--- config.mk ---
export PLATFORM = sky130hd
export DESIGN_NAME = csalu_fifo
export DESIGN_NICKNAME = d
export VERILOG_FILES = /design/src/csalu_pkg.sv /design/src/csalu_fifo.sv
export SDC_FILE = /design/constraint.sdc
export NUM_CORES = 1
export LEC_CHECK = 0
export ABC_AREA = 1
export BUFFER_PORTS_ARGS = -buffer_cell sky130_fd_sc_hd__buf_2
export CAP_MARGIN = 10
export CORE_MARGIN = 4
export CORE_UTILIZATION = 45
export DETAILED_ROUTE_END_ITERATION = 8
export HOLD_SLACK_MARGIN = 0.1
export PLACE_DENSITY_LB_ADDON = 0.08
export SYNTH_ARGS = -nofsm -noshare
export SYNTH_HDL_FRONTEND = slang
export SYNTH_SLANG_ARGS = --single-unit
--- constraint.sdc ---
create_clock -name aclk -period 11.68 [get_ports aclk]
set_input_delay 3.504 -clock aclk [delete_from_list [all_inputs] [get_ports aclk]]
set_output_delay 3.504 -clock aclk [all_outputs]
set_load 0.005 [all_outputs]
--- src/csalu_pkg.sv ---
// shared types, constants and codes of the checked signed ALU
package csalu_pkg;

    localparam int DATA_WIDTH    = 64;
    localparam int HALF_WIDTH    = DATA_WIDTH / 2;
    localparam int OPERAND_WIDTH = 64;
    localparam int OP_WIDTH      = 3;
    localparam int FIFO_DEPTH    = 4;
    localparam int FIFO_PTR_W    = $clog2(FIFO_DEPTH);
    localparam int FIFO_CNT_W    = $clog2(FIFO_DEPTH + 1);
    // multiply result merges into the item at this pipeline stage
    localparam int MUL_DONE_STAGE = 2;

    typedef logic [DATA_WIDTH-1:0]    word_t;
    typedef logic [OPERAND_WIDTH-1:0] operand_t;
    typedef logic [OP_WIDTH-1:0]      opcode_t;

    localparam opcode_t OP_ADD = 3'd0;
    localparam opcode_t OP_SUB = 3'd1;
    localparam opcode_t OP_MUL = 3'd2;
    localparam opcode_t OP_DIV = 3'd3;
    localparam opcode_t OP_MOD = 3'd4;

    typedef enum logic [1:0] {
        ST_OK       = 2'd0,
        ST_OVERFLOW = 2'd1,
        ST_DIVZERO  = 2'd2,
        ST_INVALID  = 2'd3
    } status_t;

    typedef enum logic [1:0] {
        KIND_DONE = 2'd0,
        KIND_MUL  = 2'd1,
        KIND_DIV  = 2'd2,
        KIND_MOD  = 2'd3
    } kind_t;

    // val holds a finished result, or the partial remainder while dividing
    // mag_a holds the dividend shifting into the quotient while dividing
    typedef struct packed {
        kind_t   kind;
        status_t status;
        logic    neg_a;
        logic    neg_b;
        word_t   val;
        word_t   mag_a;
        word_t   mag_b;
    } item_t;

endpackage

--- src/csalu_fifo.sv ---
// short queue of classified transactions between front and back end
module csalu_fifo (
    input  logic              aclk,
    input  logic              aresetn,
    input  logic              push,
    input  csalu_pkg::item_t  push_item,
    output logic              full,
    input  logic              pop,
    output logic              head_valid,
    output csalu_pkg::item_t  head_item
);
    import csalu_pkg::*;

    item_t                 mem_reg [FIFO_DEPTH];
    logic [FIFO_PTR_W-1:0] wr_ptr_reg;
    logic [FIFO_PTR_W-1:0] rd_ptr_reg;
    logic [FIFO_CNT_W-1:0] count_reg;
    logic [FIFO_CNT_W-1:0] count_next;

    assign full       = (count_reg == FIFO_CNT_W'(FIFO_DEPTH));
    assign head_valid = (count_reg != '0);
    assign head_item  = mem_reg[rd_ptr_reg];

    always_comb begin
        count_next = count_reg;
        if (push && !pop) begin
            count_next = count_reg + 1'b1;
        end else if (pop && !push) begin
            count_next = count_reg - 1'b1;
        end
    end

    always_ff @(posedge aclk) begin
        if (!aresetn) begin
            wr_ptr_reg <= '0;
            rd_ptr_reg <= '0;
            count_reg  <= '0;
        end else begin
            if (push) begin
                wr_ptr_reg <= wr_ptr_reg + 1'b1;
            end
            if (pop) begin
                rd_ptr_reg <= rd_ptr_reg + 1'b1;
            end
            count_reg <= count_next;
        end
    end

    always_ff @(posedge aclk) begin
        if (push) begin
            mem_reg[wr_ptr_reg] <= push_item;
        end
    end

    a_no_push_full: assert property (@(posedge aclk) disable iff (!aresetn)
        push |-> !full)
        else $error("push into full queue");
    a_no_pop_empty: assert property (@(posedge aclk) disable iff (!aresetn)
        pop |-> head_valid)
        else $error("pop from empty queue");
    a_count_range: assert property (@(posedge aclk) disable iff (!aresetn)
        count_reg <= FIFO_CNT_W'(FIFO_DEPTH))
        else $error("queue count out of range");

endmodule

==> reports/metrics.csv <==
stage,metric,value,unit
floorplan,Die X,265.4,um
drt,remaining antenna violation count,0,
clocking,clock tree buffer depth,3,
clocking,worst-skew pair later-pin latency,0.60,ns
worst_setup_path,WS Path Type,reg -> out,
power,register share of total power,52.9,%
drt,via count,17580,
floorplan,Core ar.,65750,um2
global_routing,GRT overflow,0,
layout,"commonest non-fill, non-tap cell in the layout",edfxtp_1,
logic_synthesis,Mapped Area,29810,um2
sta,Final Hold Vio Count,0,
placed_design,Placer Congestion,0.7515,
logic_synthesis,sequential area share after synthesis,80.37,%
worst_setup_path,Slowest cell on crit path,dfxtp_4,
layout,layout cell share with drive strength beyond 1,21.71,%
min_path,hold wc startpoint,rd_ptr_reg[1],
global_routing,largest net degree at the start of global routing,209,
global_routing,gr usage total,19.59,%
clocking,CTS root buffer,clkbuf_16,
clocking,clk sinks,801,
worst_setup_path,worst path required time,8.18,ns
logic_synthesis,post-synth cell types,22,
floorplan,die height,265.4,um
drt,final WL,70950,um
logic_synthesis,syn avg cell area,15.11,um2
drt,DR iter-0 viols,1214,
clocking,Post-CTS Resized,0,
worst_setup_path,Worst setup SP type,flop,
power,Clk pwr share,38.8,%
sta,minimum clock period,7.306,ns
logic_synthesis,syn_nets,2181,
sta,Highest Clock Rate,136.9,MHz
global_routing,initial antenna violation count,28,
global_routing,vias in the first global route,17340,
drt,Post-route DRC,0,
worst_setup_path,WP data arrival,3.80,ns
sta,skew final,0.02017,ns
worst_setup_path,Worst Setup End Kind,output port,
power,Switch Pwr,1.406,mW
layout,flip-flop and latch area,23970,um2
placed_design,HPWL after detailed placement,39500,um
flow_run,Max-Cap Viols,0,
sta,max-slew headroom at the worst pin,28.90,%
drt,drt wl/cell,21.62,um
worst_setup_path,worst path cell trace,clkinv_8 -> buf_12 -> o21ai_1 -> o22ai_1 -> buf_2,
layout,fill cell total of the finished layout,5556,
clocking,TritonCTS clock tree,built,
logic_synthesis,Synth Register Bits,801,
power,Comb pwr share,8.3,%
power,Worst VDD drop,0.1340,mV
logic_synthesis,top-area cell type share of the netlist area,79.77,%
sta,setup TNS,0,ns
clocking,Setup Buffers After CTS,0,
sta,RSZ-0062 raised after global routing,false,
clocking,Clock transition at path regs,0.05,ns
placed_design,I/O Buffers,401,
floorplan,full die area,70440,um2
layout,area delta synth->final,16.56,%
sta,Hold WS,0.4477,ns
logic_synthesis,Mapped Cells,1973,
clocking,hold buffer count at cts,0,
power,PwrDens,180.6,nW/um2
floorplan,Initial Util,45.35,%
logic_synthesis,cell taking the most area after synthesis,edfxtp_1,
clocking,CTS Buf Count,82,
drt,Pre-antenna DRT Iters,5,
sta,Tcrit/Tclk final,62.55,%
worst_setup_path,worst r2r src,wr_ptr_reg[0],
layout,most frequent cells in the layout,"edfxtp_1 (792), nor2_1 (402), buf_2 (401)",
sta,final setup fails,0,
layout,max reg flops,792,
drt,drt via density,5.357,
global_routing,first-pass GRT wire length,106400,um
floorplan,Top Ports,402,
min_path,Worst Hold Class,reg -> reg,
sta,max-slew violations,0,
outcome,status,finished clean,
layout,multi-input logic area,4916,um2
worst_setup_path,CP peak stage delay,0.77,ns
power,Int Power,4.870,mW
worst_setup_path,worst-path maximum fanout,208,
logic_synthesis,synth top area cells,"edfxtp_1 (80%), nor2_1 (5.1%), o21ai_0 (4.9%)",
power,Sw Ratio,22.40,%
power,Pleak,11.93,nW
floorplan,Rows,94,
layout,Layout Nets,2550,
sta,Slew @ Worst Pin,1.066,ns
logic_synthesis,Yosys warning total,0,
clocking,Clock H-tree levels,3,
[cells by family (layout without fill, tap and decap cells)]
family,count (synthesis),in the layout,share of synthesized area (%)
AO/OA/AOI/OAI,604,604,10.97
adder cells (fa/ha/maj),6,6,0.2770
buffers and inverters,147,574,3.139
flip-flops,801,801,80.37
other,0,18,0
AND/OR/NAND/NOR,415,415,5.242
[synth_stat cells]
library cell  number
ha_1               5
inv_1             15
nand3_1            1
nor2_1           402
inv_6              1
clkbuf_1          65
o22ai_1          198
buf_8              3
o21ai_1          113
nor3_1             1
o21ai_0          289
nand2_1           10
buf_4              4
buf_6             40
nand4_1            1
a21oi_1            4
edfxtp_1         792
inv_8              1
buf_2             17
dfxtp_1            9
clkbuf_2           1
fa_1               1
[cell type report]
class | count | area share (%)
antenna | 18 | 0.1296
sequential | 801 | 68.98
tap | 864 | 3.111
inverter | 17 | 0.3204
clock inverter | 32 | 0.7345
clock buffer | 110 | 6.358
timing repair buffer | 415 | 6.222
multi-input combinational | 1025 | 14.15
[stage by stage]
step,setup WS (ns),instances,area (um2),util [%],power [mW]
final,4.374,3282,34750,52.86,6.276
after global routing,4.152,3272,34730,52.82,6.528
after detailed placement,5.007,3122,32240,49.04,3.916
after global placement,5.061,3122,32240,49.04,3.906
after CTS,4.339,3264,34710,52.79,6.350
after floorplan,3.791,1973,29810,-,3.673
[power groups by stage]
stage,sequential (mW),clock [mW],combinational (mW)
final,3.32,2.43,0.521
after global routing,3.33,2.62,0.580
after CTS,3.32,2.49,0.534
after detailed placement,3.38,0,0.532
after global placement,3.38,0,0.525
after floorplan,3.39,0,0.283
[worst max-delay path: cells and delay by family, from the launching register on]
family,cells,cell delay (ns)
buffers and inverters,3,1.39
flip-flops,1,0.77
AO/OA/AOI/OAI,2,0.50
[worst paths after layout]
| check | endpoint | slack (ns) | cells after the start |
|---|---|---|---|
| max | head_item[141] | 4.37 | 5 |
| min | flop | 0.45 | 1 |
| max reg2reg | mem_reg[0][87] | 9.07 | 5 |
| min reg2reg | flop | 0.45 | 1 |
[metal layers]
metal,global-route usage [%],wire length (um)
met1,25.43,29230
met2,31.52,34300
met3,6.160,5204
met4,6.853,2073
met5,0,137
No activity file was read; power rests on OpenSTA's default activity.
